## src/rtl/core/lpst_pkg.sv

```systemverilog
// Shared types and constants for the linear-probe slot table.
// Used by the channel interfaces and the core; depends on nothing else.
package lpst_pkg;

    localparam int unsigned KEY_W    = 32;
    localparam int unsigned HASH_W   = 64;
    localparam int unsigned SIZE_W   = 7;
    localparam int unsigned SLOT_W   = 6;
    localparam int unsigned STATUS_W = 2;
    localparam int unsigned BITCNT_W = $clog2(HASH_W);

    typedef logic [STATUS_W-1:0] t_status;

    localparam t_status ST_OK        = 2'd0;
    localparam t_status ST_NOT_FOUND = 2'd1;
    localparam t_status ST_FULL      = 2'd2;

    localparam logic ACT_INSERT = 1'b0;
    localparam logic ACT_LOOKUP = 1'b1;

endpackage

```

## src/rtl/core/lpst_in_if.sv

```systemverilog
// Request channel of the linear-probe slot table: valid/ready plus payload.
// Depends on lpst_pkg for the field widths.
interface lpst_in_if import lpst_pkg::*; ();
    logic              valid;
    logic              ready;
    logic              action;
    logic [KEY_W-1:0]  key_id;
    logic [HASH_W-1:0] key_hash;

    modport source (output valid, action, key_id, key_hash, input ready);
    modport sink   (input valid, action, key_id, key_hash, output ready);
endinterface

```

## src/rtl/core/lpst_out_if.sv

```systemverilog
// Result channel of the linear-probe slot table: valid/ready plus payload.
// Depends on lpst_pkg for the field widths.
interface lpst_out_if import lpst_pkg::*; ();
    logic              valid;
    logic              ready;
    logic [SLOT_W-1:0] slot;
    t_status           status;

    modport source (output valid, slot, status, input ready);
    modport sink   (input valid, slot, status, output ready);
endinterface

```

## src/rtl/core/lpst_ram.sv

```systemverilog
// Generic single-write, single-read RAM with a registered read port.
// No dependencies.
module lpst_ram #(
    parameter int unsigned WIDTH  = 8,
    parameter int unsigned DEPTH  = 64,
    parameter int unsigned ADDR_W = (DEPTH > 1) ? $clog2(DEPTH) : 1
) (
    input  logic              i_clk,
    input  logic              i_we,
    input  logic [ADDR_W-1:0] i_waddr,
    input  logic [WIDTH-1:0]  i_wdata,
    input  logic [ADDR_W-1:0] i_raddr,
    output logic [WIDTH-1:0]  o_rdata
);

    logic [WIDTH-1:0] r_mem [DEPTH];
    logic [WIDTH-1:0] r_rdata;

    always_ff @(posedge i_clk) begin
        if (i_we) begin
            r_mem[i_waddr] <= i_wdata;
        end
        r_rdata <= r_mem[i_raddr];
    end

    assign o_rdata = r_rdata;

endmodule

```

## src/rtl/core/linear_probe_slot_table_core.sv

```systemverilog
// Top level of the linear-probe slot table: sequencer, shared modulo unit
// and probe logic. Depends on lpst_pkg, lpst_in_if, lpst_out_if and lpst_ram.
//
// Usage:
// The table holds key ids in a ring of table_size slots (capped at
// TABLE_DEPTH). A request transaction on i_in carries an action (insert or
// lookup), a 32-bit key id and a 64-bit hash. Every request that no write of
// table_size interrupts produces exactly one result transaction on o_out
// carrying a slot number and a status. The start slot is the hash modulo
// the ring size, computed by a restoring remainder unit one hash bit per
// cycle. The probe then reads one slot per cycle from the slot RAM; because
// the RAM read is registered, the compare works on the word read in the
// cycle before. A request passes through the remainder, the probe and the
// result state; the ring size zero skips the remainder and probe and goes
// straight to the result.
// i_in.ready is high only while the sequencer is idle. The result waits in
// the output register while the receiver stalls; a new request is taken
// meanwhile, and its own result waits in the sequencer until that register
// frees up. Reset, and every write of table_size, start a clearing pass
// that writes every slot and empties every occupancy mark; no request is
// taken during that pass.
module linear_probe_slot_table_core
    import lpst_pkg::*;
#(
    parameter int unsigned TABLE_DEPTH = 64
) (
    input  logic              i_clk,
    input  logic              i_rst_n,
    input  logic              i_cfg_wr_en,
    input  logic [SIZE_W-1:0] i_cfg_wr_data,
    lpst_in_if.sink           i_in,
    lpst_out_if.source        o_out
);

    localparam int unsigned IDX_W     = (TABLE_DEPTH > 1) ? $clog2(TABLE_DEPTH) : 1;
    localparam int unsigned RING_CAP  = (TABLE_DEPTH > 127) ? 127 : TABLE_DEPTH;
    localparam int unsigned RAM_W     = KEY_W + 1;

    // One-hot sequencer states.
    typedef enum logic [4:0] {
        S_CLEAR = 5'b00001,
        S_IDLE  = 5'b00010,
        S_MOD   = 5'b00100,
        S_PROBE = 5'b01000,
        S_EMIT  = 5'b10000
    } t_state;

    t_state              r_state, n_state;
    logic [SIZE_W-1:0]   r_table_size, n_table_size;
    logic [IDX_W-1:0]    r_clr_addr, n_clr_addr;
    logic                r_cmp_v, n_cmp_v;
    logic                r_out_valid, n_out_valid;

    logic                r_action, n_action;
    logic [KEY_W-1:0]    r_key, n_key;
    logic [HASH_W-1:0]   r_hash, n_hash;
    logic [SIZE_W-1:0]   r_rem, n_rem;
    logic [BITCNT_W-1:0] r_bit_cnt, n_bit_cnt;
    logic [SIZE_W-1:0]   r_pos, n_pos;
    logic [SIZE_W-1:0]   r_iss_cnt, n_iss_cnt;
    logic [SIZE_W-1:0]   r_cmp_pos, n_cmp_pos;
    logic                r_cmp_last, n_cmp_last;
    logic [SLOT_W-1:0]   r_res_slot, n_res_slot;
    t_status             r_res_status, n_res_status;
    logic [SLOT_W-1:0]   r_out_slot, n_out_slot;
    t_status             r_out_status, n_out_status;

    logic [SIZE_W-1:0]   ring;
    logic [SIZE_W:0]     rem_shift;
    logic [SIZE_W:0]     rem_step;
    logic [SIZE_W:0]     pos_inc;
    logic [SIZE_W-1:0]   pos_next;
    logic                in_fire;
    logic                out_free;
    logic                hit;

    logic                ram_we;
    logic [IDX_W-1:0]    ram_waddr;
    logic [RAM_W-1:0]    ram_wdata;
    logic [RAM_W-1:0]    ram_rdata;

    // Each RAM word holds the occupancy mark above the stored key.
    lpst_ram #(
        .WIDTH (RAM_W),
        .DEPTH (TABLE_DEPTH)
    ) u_slot_ram (
        .i_clk   (i_clk),
        .i_we    (ram_we),
        .i_waddr (ram_waddr),
        .i_wdata (ram_wdata),
        .i_raddr (IDX_W'(r_pos)),
        .o_rdata (ram_rdata)
    );

    // Effective ring size: the register saturated to the storage depth.
    assign ring = (r_table_size > SIZE_W'(RING_CAP)) ? SIZE_W'(RING_CAP) : r_table_size;

    // Restoring remainder step: bring in the next hash bit, subtract if it fits.
    assign rem_shift = {r_rem, r_hash[HASH_W-1]};
    assign rem_step  = (rem_shift >= {1'b0, ring}) ? (rem_shift - {1'b0, ring}) : rem_shift;

    // Next probe position with wrap at the ring size.
    assign pos_inc  = {1'b0, r_pos} + (SIZE_W+1)'(1);
    assign pos_next = (pos_inc >= {1'b0, ring}) ? '0 : pos_inc[SIZE_W-1:0];

    assign in_fire  = i_in.valid && i_in.ready;
    assign out_free = !r_out_valid || o_out.ready;

    // An insert stops at the first free slot, a lookup at the first used
    // slot holding an equal key.
    assign hit = (r_action == ACT_INSERT) ? !ram_rdata[KEY_W]
               : (ram_rdata[KEY_W] && (ram_rdata[KEY_W-1:0] == r_key));

    assign i_in.ready   = (r_state == S_IDLE);
    assign o_out.valid  = r_out_valid;
    assign o_out.slot   = r_out_slot;
    assign o_out.status = r_out_status;

    always_comb begin
        n_state      = r_state;
        n_table_size = r_table_size;
        n_clr_addr   = r_clr_addr;
        n_cmp_v      = r_cmp_v;
        n_action     = r_action;
        n_key        = r_key;
        n_hash       = r_hash;
        n_rem        = r_rem;
        n_bit_cnt    = r_bit_cnt;
        n_pos        = r_pos;
        n_iss_cnt    = r_iss_cnt;
        n_cmp_pos    = r_cmp_pos;
        n_cmp_last   = r_cmp_last;
        n_res_slot   = r_res_slot;
        n_res_status = r_res_status;
        ram_we       = 1'b0;
        ram_waddr    = r_clr_addr;
        ram_wdata    = '0;

        case (r_state)
            S_CLEAR: begin
                // Sweep the RAM writing empty words, one slot per cycle.
                ram_we     = 1'b1;
                n_clr_addr = r_clr_addr + IDX_W'(1);
                if (r_clr_addr == IDX_W'(TABLE_DEPTH - 1)) begin
                    n_state = S_IDLE;
                end
            end
            S_IDLE: begin
                if (in_fire) begin
                    n_action  = i_in.action;
                    n_key     = i_in.key_id;
                    n_hash    = i_in.key_hash;
                    n_rem     = '0;
                    n_bit_cnt = '0;
                    if (ring == '0) begin
                        n_res_slot   = '0;
                        n_res_status = (i_in.action == ACT_INSERT) ? ST_FULL : ST_NOT_FOUND;
                        n_state      = S_EMIT;
                    end else begin
                        n_state = S_MOD;
                    end
                end
            end
            S_MOD: begin
                n_hash    = r_hash << 1;
                n_rem     = rem_step[SIZE_W-1:0];
                n_bit_cnt = r_bit_cnt + BITCNT_W'(1);
                if (r_bit_cnt == BITCNT_W'(HASH_W - 1)) begin
                    n_pos     = rem_step[SIZE_W-1:0];
                    n_iss_cnt = '0;
                    n_cmp_v   = 1'b0;
                    n_state   = S_PROBE;
                end
            end
            S_PROBE: begin
                // Issue one read per cycle until every ring slot was read.
                if (r_iss_cnt != ring) begin
                    n_pos      = pos_next;
                    n_iss_cnt  = r_iss_cnt + SIZE_W'(1);
                    n_cmp_v    = 1'b1;
                    n_cmp_pos  = r_pos;
                    n_cmp_last = (r_iss_cnt == (ring - SIZE_W'(1)));
                end else begin
                    n_cmp_v = 1'b0;
                end
                // Compare the word read in the previous cycle.
                if (r_cmp_v) begin
                    if (hit) begin
                        n_res_slot   = r_cmp_pos[SLOT_W-1:0];
                        n_res_status = ST_OK;
                        n_cmp_v      = 1'b0;
                        n_state      = S_EMIT;
                        if (r_action == ACT_INSERT) begin
                            ram_we    = 1'b1;
                            ram_waddr = IDX_W'(r_cmp_pos);
                            ram_wdata = {1'b1, r_key};
                        end
                    end else if (r_cmp_last) begin
                        n_res_slot   = '0;
                        n_res_status = (r_action == ACT_INSERT) ? ST_FULL : ST_NOT_FOUND;
                        n_cmp_v      = 1'b0;
                        n_state      = S_EMIT;
                    end
                end
            end
            S_EMIT: begin
                if (out_free) begin
                    n_state = S_IDLE;
                end
            end
            default: begin
                n_clr_addr = '0;
                n_state    = S_CLEAR;
            end
        endcase

        // A size write restarts the clearing pass.
        if (i_cfg_wr_en) begin
            n_table_size = i_cfg_wr_data;
            n_clr_addr   = '0;
            n_cmp_v      = 1'b0;
            n_state      = S_CLEAR;
        end
    end

    // Output register: loads the pending result when it is free.
    always_comb begin
        n_out_valid  = r_out_valid;
        n_out_slot   = r_out_slot;
        n_out_status = r_out_status;
        if (o_out.ready) begin
            n_out_valid = 1'b0;
        end
        if ((r_state == S_EMIT) && out_free) begin
            n_out_valid  = 1'b1;
            n_out_slot   = r_res_slot;
            n_out_status = r_res_status;
        end
    end

    always_ff @(posedge i_clk) begin
        if (!i_rst_n) begin
            r_state      <= S_CLEAR;
            r_table_size <= '0;
            r_clr_addr   <= '0;
            r_cmp_v      <= 1'b0;
            r_out_valid  <= 1'b0;
        end else begin
            r_state      <= n_state;
            r_table_size <= n_table_size;
            r_clr_addr   <= n_clr_addr;
            r_cmp_v      <= n_cmp_v;
            r_out_valid  <= n_out_valid;
        end
    end

    always_ff @(posedge i_clk) begin
        r_action     <= n_action;
        r_key        <= n_key;
        r_hash       <= n_hash;
        r_rem        <= n_rem;
        r_bit_cnt    <= n_bit_cnt;
        r_pos        <= n_pos;
        r_iss_cnt    <= n_iss_cnt;
        r_cmp_pos    <= n_cmp_pos;
        r_cmp_last   <= n_cmp_last;
        r_res_slot   <= n_res_slot;
        r_res_status <= n_res_status;
        r_out_slot   <= n_out_slot;
        r_out_status <= n_out_status;
    end

    // An accepted request goes to the remainder unit or straight to a result.
    a_accept_next: assert property (@(posedge i_clk) disable iff (!i_rst_n)
        in_fire && !i_cfg_wr_en |=> (r_state == S_MOD) || (r_state == S_EMIT))
        else $error("request not followed by remainder or result");

    // A new result appears only when the sequencer had one pending.
    a_out_from_emit: assert property (@(posedge i_clk) disable iff (!i_rst_n)
        $rose(r_out_valid) |-> $past(r_state == S_EMIT))
        else $error("result raised outside the result state");

    // The probe position stays inside the ring.
    a_pos_in_ring: assert property (@(posedge i_clk) disable iff (!i_rst_n)
        (r_state == S_PROBE) |-> (r_pos < ring))
        else $error("probe position outside the ring");

    // The slot RAM is never written while the sequencer is idle.
    a_no_idle_write: assert property (@(posedge i_clk) disable iff (!i_rst_n)
        (r_state == S_IDLE) |-> !ram_we)
        else $error("slot RAM written while idle");

endmodule

```

## src/flat_wrapper.sv

```systemverilog
// flat-port wrapper written by rule: the top's interface ports become plain ports
module linear_probe_slot_table_core_flat import lpst_pkg::*;
#(
    parameter int unsigned TABLE_DEPTH = 64
)
  (i_clk, i_rst_n, i_cfg_wr_en, i_cfg_wr_data, i_in_valid, i_in_action, i_in_key_id, i_in_key_hash, i_in_ready, o_out_valid, o_out_slot, o_out_status, o_out_ready);
  lpst_in_if i_in_i ();
  lpst_out_if o_out_i ();
  input  logic i_clk;
  input  logic i_rst_n;
  input  logic i_cfg_wr_en;
  input  logic [SIZE_W-1:0] i_cfg_wr_data;
  input wire logic [$bits(i_in_i.valid)-1:0] i_in_valid;
  input wire logic [$bits(i_in_i.action)-1:0] i_in_action;
  input wire logic [$bits(i_in_i.key_id)-1:0] i_in_key_id;
  input wire logic [$bits(i_in_i.key_hash)-1:0] i_in_key_hash;
  output wire logic [$bits(i_in_i.ready)-1:0] i_in_ready;
  output wire logic [$bits(o_out_i.valid)-1:0] o_out_valid;
  output wire logic [$bits(o_out_i.slot)-1:0] o_out_slot;
  output wire logic [$bits(o_out_i.status)-1:0] o_out_status;
  input wire logic [$bits(o_out_i.ready)-1:0] o_out_ready;
  assign i_in_i.valid = i_in_valid;
  assign i_in_i.action = i_in_action;
  assign i_in_i.key_id = i_in_key_id;
  assign i_in_i.key_hash = i_in_key_hash;
  assign i_in_ready = i_in_i.ready;
  assign o_out_valid = o_out_i.valid;
  assign o_out_slot = o_out_i.slot;
  assign o_out_status = o_out_i.status;
  assign o_out_i.ready = o_out_ready;
  linear_probe_slot_table_core #(.TABLE_DEPTH(TABLE_DEPTH)) u_core (.i_clk(i_clk), .i_rst_n(i_rst_n), .i_cfg_wr_en(i_cfg_wr_en), .i_cfg_wr_data(i_cfg_wr_data), .i_in(i_in_i), .o_out(o_out_i));
endmodule
```

## config.mk

```make
export PLATFORM = sky130hd
export DESIGN_NAME = linear_probe_slot_table_core_flat
export DESIGN_NICKNAME = d
export VERILOG_FILES = /design/src/rtl/core/lpst_pkg.sv /design/src/rtl/core/lpst_in_if.sv /design/src/rtl/core/lpst_out_if.sv /design/src/rtl/core/lpst_ram.sv /design/src/rtl/core/linear_probe_slot_table_core.sv /design/src/flat_wrapper.sv
export SDC_FILE = /design/constraint.sdc
export NUM_CORES = 2
export LEC_CHECK = 0
export ABC_AREA = 1
export BUFFER_PORTS_ARGS = -buffer_cell sky130_fd_sc_hd__buf_2
export CAP_MARGIN = 30
export CORE_AREA = 2 2 556 558
export CTS_CLUSTER_SIZE = 24
export DETAILED_ROUTE_END_ITERATION = 10
export DIE_AREA = 0 0 558 560
export GPL_ROUTABILITY_DRIVEN = 0
export SETUP_SLACK_MARGIN = 0.02
export SLEW_MARGIN = 10
export SYNTH_ARGS = -nofsm -noshare
export SYNTH_HDL_FRONTEND = slang
export SYNTH_SLANG_ARGS = --single-unit
```

## constraint.sdc

```tcl
create_clock -name i_clk -period 13.9 [get_ports i_clk]
set_input_delay 2.085 -clock i_clk [delete_from_list [all_inputs] [get_ports i_clk]]
set_output_delay 2.085 -clock i_clk [all_outputs]
set_load 0.02 [all_outputs]
```

==> flow_metrics.env <==
export IMPL_synthFlopType="edfxtp_1"
export IMPL_peakVddDrop_v=0.000216
export IMPL_dr_wl_met2_um=128000
export IMPL_syn_num_nets=7323
export IMPL_clock_latency_ns=0.89
export IMPL_synth_seq_cells=2312
export IMPL_vias=60400
export IMPL_cp_end_kind="flip-flop"
export IMPL_synth_edf_count=2259
export IMPL_dp_hpwl_um=145000
export IMPL_crit_type="flip-flop to flip-flop"
export IMPL_setup_viol=0
export IMPL_yosysWarnings=0
export IMPL_design_core_area_um2=307000
export IMPL_wl_met3_um=25400
export IMPL_post_cts_buffers=0
export IMPL_drive_above_1_share_pct=9.77
export IMPL_top_layer="met4"
export IMPL_grt_use_total_pct=16.9
export IMPL_status="finished clean"
export IMPL_vias_per_cell=5.23
export IMPL_async_reset_ff_share_pct=0
export IMPL_place_ws_ns=8.73
export IMPL_grt_pass1_vias=57100
export IMPL_fin_skew_ns=0.0475
export IMPL_leakage_nw=34.7
export IMPL_cts_sinks=2312
export IMPL_clockBufferDepth=3
export IMPL_worst_slew_pin_transition_ns=1.19
export IMPL_rsz0062_at_grt="no"
export IMPL_fin_area_um2=105000
export IMPL_grt_overflow=0
export IMPL_grt_max_degree=229
export IMPL_fin_crit_ns=5.08
export IMPL_hold_viol_final=0
export IMPL_cap_violations=0
export IMPL_postPlaceCellArea_um2=97500
export IMPL_ant_nets=0
export IMPL_mostFrequentLayoutCells="2259 x edfxtp_1, 1412 x nor2_1, 1305 x o21ai_0, 630 x o22ai_1, 488 x nand2_1"
export IMPL_synth_top_cell_by_area="edfxtp_1"
export IMPL_maxSlewViolCount=0
export IMPL_required_ns=14.68
export IMPL_antenna_found_initial=13
export IMPL_synth_area_per_cell_um2=12.7
export IMPL_syn2layout_area_growth_pct=14.6
export IMPL_ys_types=44
export IMPL_cp_arrival_ns=5.85
export IMPL_holdCritPathClass="flip-flop to flip-flop"
export IMPL_slew_limit_headroom_pct=20.6
export IMPL_fin_cells=11500
export IMPL_fillers=29500
export IMPL_cts_tree="built"
export IMPL_cts_hold_buf=0
export IMPL_clk_pin_slew_worst_paths_ns=0.06
export IMPL_cp_max_fo=228
export IMPL_cts_root_buf="clkbuf_16"
export IMPL_die_w_um=558
export IMPL_drtIter0Drc=8088
export IMPL_grt_pass1_wl_um=392000
export IMPL_avgRoutedWirePerCell_um=23.6
export IMPL_numCtsBuffers=224
export IMPL_syn_area_um2=91600
export IMPL_nNetsFinal=7338
export IMPL_synth_top_area_share_pct=74.1
export IMPL_first_pass_iters=5
export IMPL_worst_slack_ns=8.82
export IMPL_htreeDepth=4
export IMPL_cp_start_kind="flip-flop"
export IMPL_die_area_um2=312000
export IMPL_yosys_top_cells_area="edfxtp_1 74%, o21ai_0 7.1%, nor2_1 6.2%, o22ai_1 4.3%, nand2_1 2.0%"
export IMPL_routed_wl_um=273000
export IMPL_layout_commonest_cell="edfxtp_1"
export IMPL_die_h_um=560
export IMPL_rows=204
export IMPL_power_density_nw_per_um2=138
export IMPL_place_inst=11100
export IMPL_finalCritPeriodShare_pct=36.5
export IMPL_start_util_pct=29.8
export IMPL_tns_ns=0
export IMPL_yosysSeqAreaShare_pct=75.2
export IMPL_cts_resized=0
export IMPL_port_buffers=118
export IMPL_netlist_instances=7196
export IMPL_wl_met1_um=108000
export IMPL_ioPinCount=119
export IMPL_drc=0
export IMPL_fmax_mhz=197
-- synthesized netlist by cell type, drive strengths merged, types with 3 or more instances --
cell       n
nor3b      4
nand2    493
ha        17
o22ai    630
xnor2     14
clkbuf   341
nor3      28
nand3     38
edfxtp  2259
nor2    1509
o31ai      4
xor2      18
nand4     12
dfxtp     53
o21ai   1413
a31oi      3
a21oi     58
nor4       4
buf      144
or2        7
inv      137
-- power breakdown --
part,internal [W],total [W],switching [W],leakage [nW]
Combinational,0.000136,0.000628,0.000492,8.90
Clock,0.00346,0.00608,0.00262,3.56
Sequential,0.00773,0.00776,0.0000399,22.2
-- logic make-up (layout without fill, tap and decap cells) --
logic type | Yosys count | after routing | share of synthesized area, %
other cells | 0 | 6 | 0
buf+inv | 624 | 835 | 2.88
compound gates | 2115 | 2115 | 12.5
fa+ha+maj | 18 | 18 | 0.254
simple gates | 2095 | 2095 | 8.85
flops | 2312 | 2312 | 75.2
xor+xnor | 32 | 32 | 0.306
-- metrics by stage --
step                      utilization [%]  power, W  hold WS (ns)
after global placement               31.6   0.00852         0.411
after global routing                 34.2    0.0149         0.438
after detailed placement             31.8   0.00854         0.408
after CTS                            34.1    0.0145         0.422
final                                34.2    0.0145         0.419
after floorplan                         -   0.00825         0.400
-- sequential cells by signal, indices dropped and copies added (netlist names), 6 cells and up --
register                   cells
u_core.r_bit_cnt               6
u_core.r_table_size            7
u_core.r_cmp_pos               6
u_core.r_rem                   7
u_core.o_out.slot              6
u_core.r_clr_addr              6
u_core.r_pos                   7
u_core.u_slot_ram.r_mem     2112
u_core.r_iss_cnt               7
u_core.r_key                  32
u_core.u_slot_ram.o_rdata     33
u_core.r_res_slot              6
u_core.r_hash                 64
-- per-layer routing --
layer,up-vias,track usage [%]
met5,-,0
met4,0,7.00
met3,511,3.14
met2,3025,26.9
met1,30400,22.5
li1,26500,-
-- critical path: stages (launching register included) --
cell      delay [ns]
edfxtp_1        0.38
buf_4           0.37
inv_8           0.62
buf_12          0.66
buf_4           0.42
buf_16          0.30
buf_4           0.75
o21ai_0         0.19
o22ai_1         0.17
nor2_1          0.06
nor2_1          0.14
o21ai_1         0.09
nand2_1         0.13
nand2_1         0.06
o21ai_1         0.11
-- final cells by class --
class	count	area [um2]	area share (%)
antenna	6	15.0	0.0143
clock buffer	310	6060	5.77
clock inverter	112	1280	1.22
inverter	139	562	0.535
multi-input combinational	4260	20800	19.8
sequential	2312	68900	65.6
tap	4120	5150	4.91
timing repair buffer	274	2210	2.11
-- worst paths after layout --
| check | from | end | slack [ns] | depth (start not counted) |
|---|---|---|---|---|
| setup / recovery | u_core.r_pos[0] | u_core.u_slot_ram.o_rdata[21] | 8.82 | 14 |
| hold / removal | u_core.r_res_slot[5] | u_core.o_out.slot[5] | 0.42 | 0 |
| setup reg to reg | u_core.r_pos[0] | u_core.u_slot_ram.o_rdata[21] | 8.82 | 14 |
| hold reg to reg | u_core.r_res_slot[5] | u_core.o_out.slot[5] | 0.42 | 0 |
(Power assumes the default switching activity.)
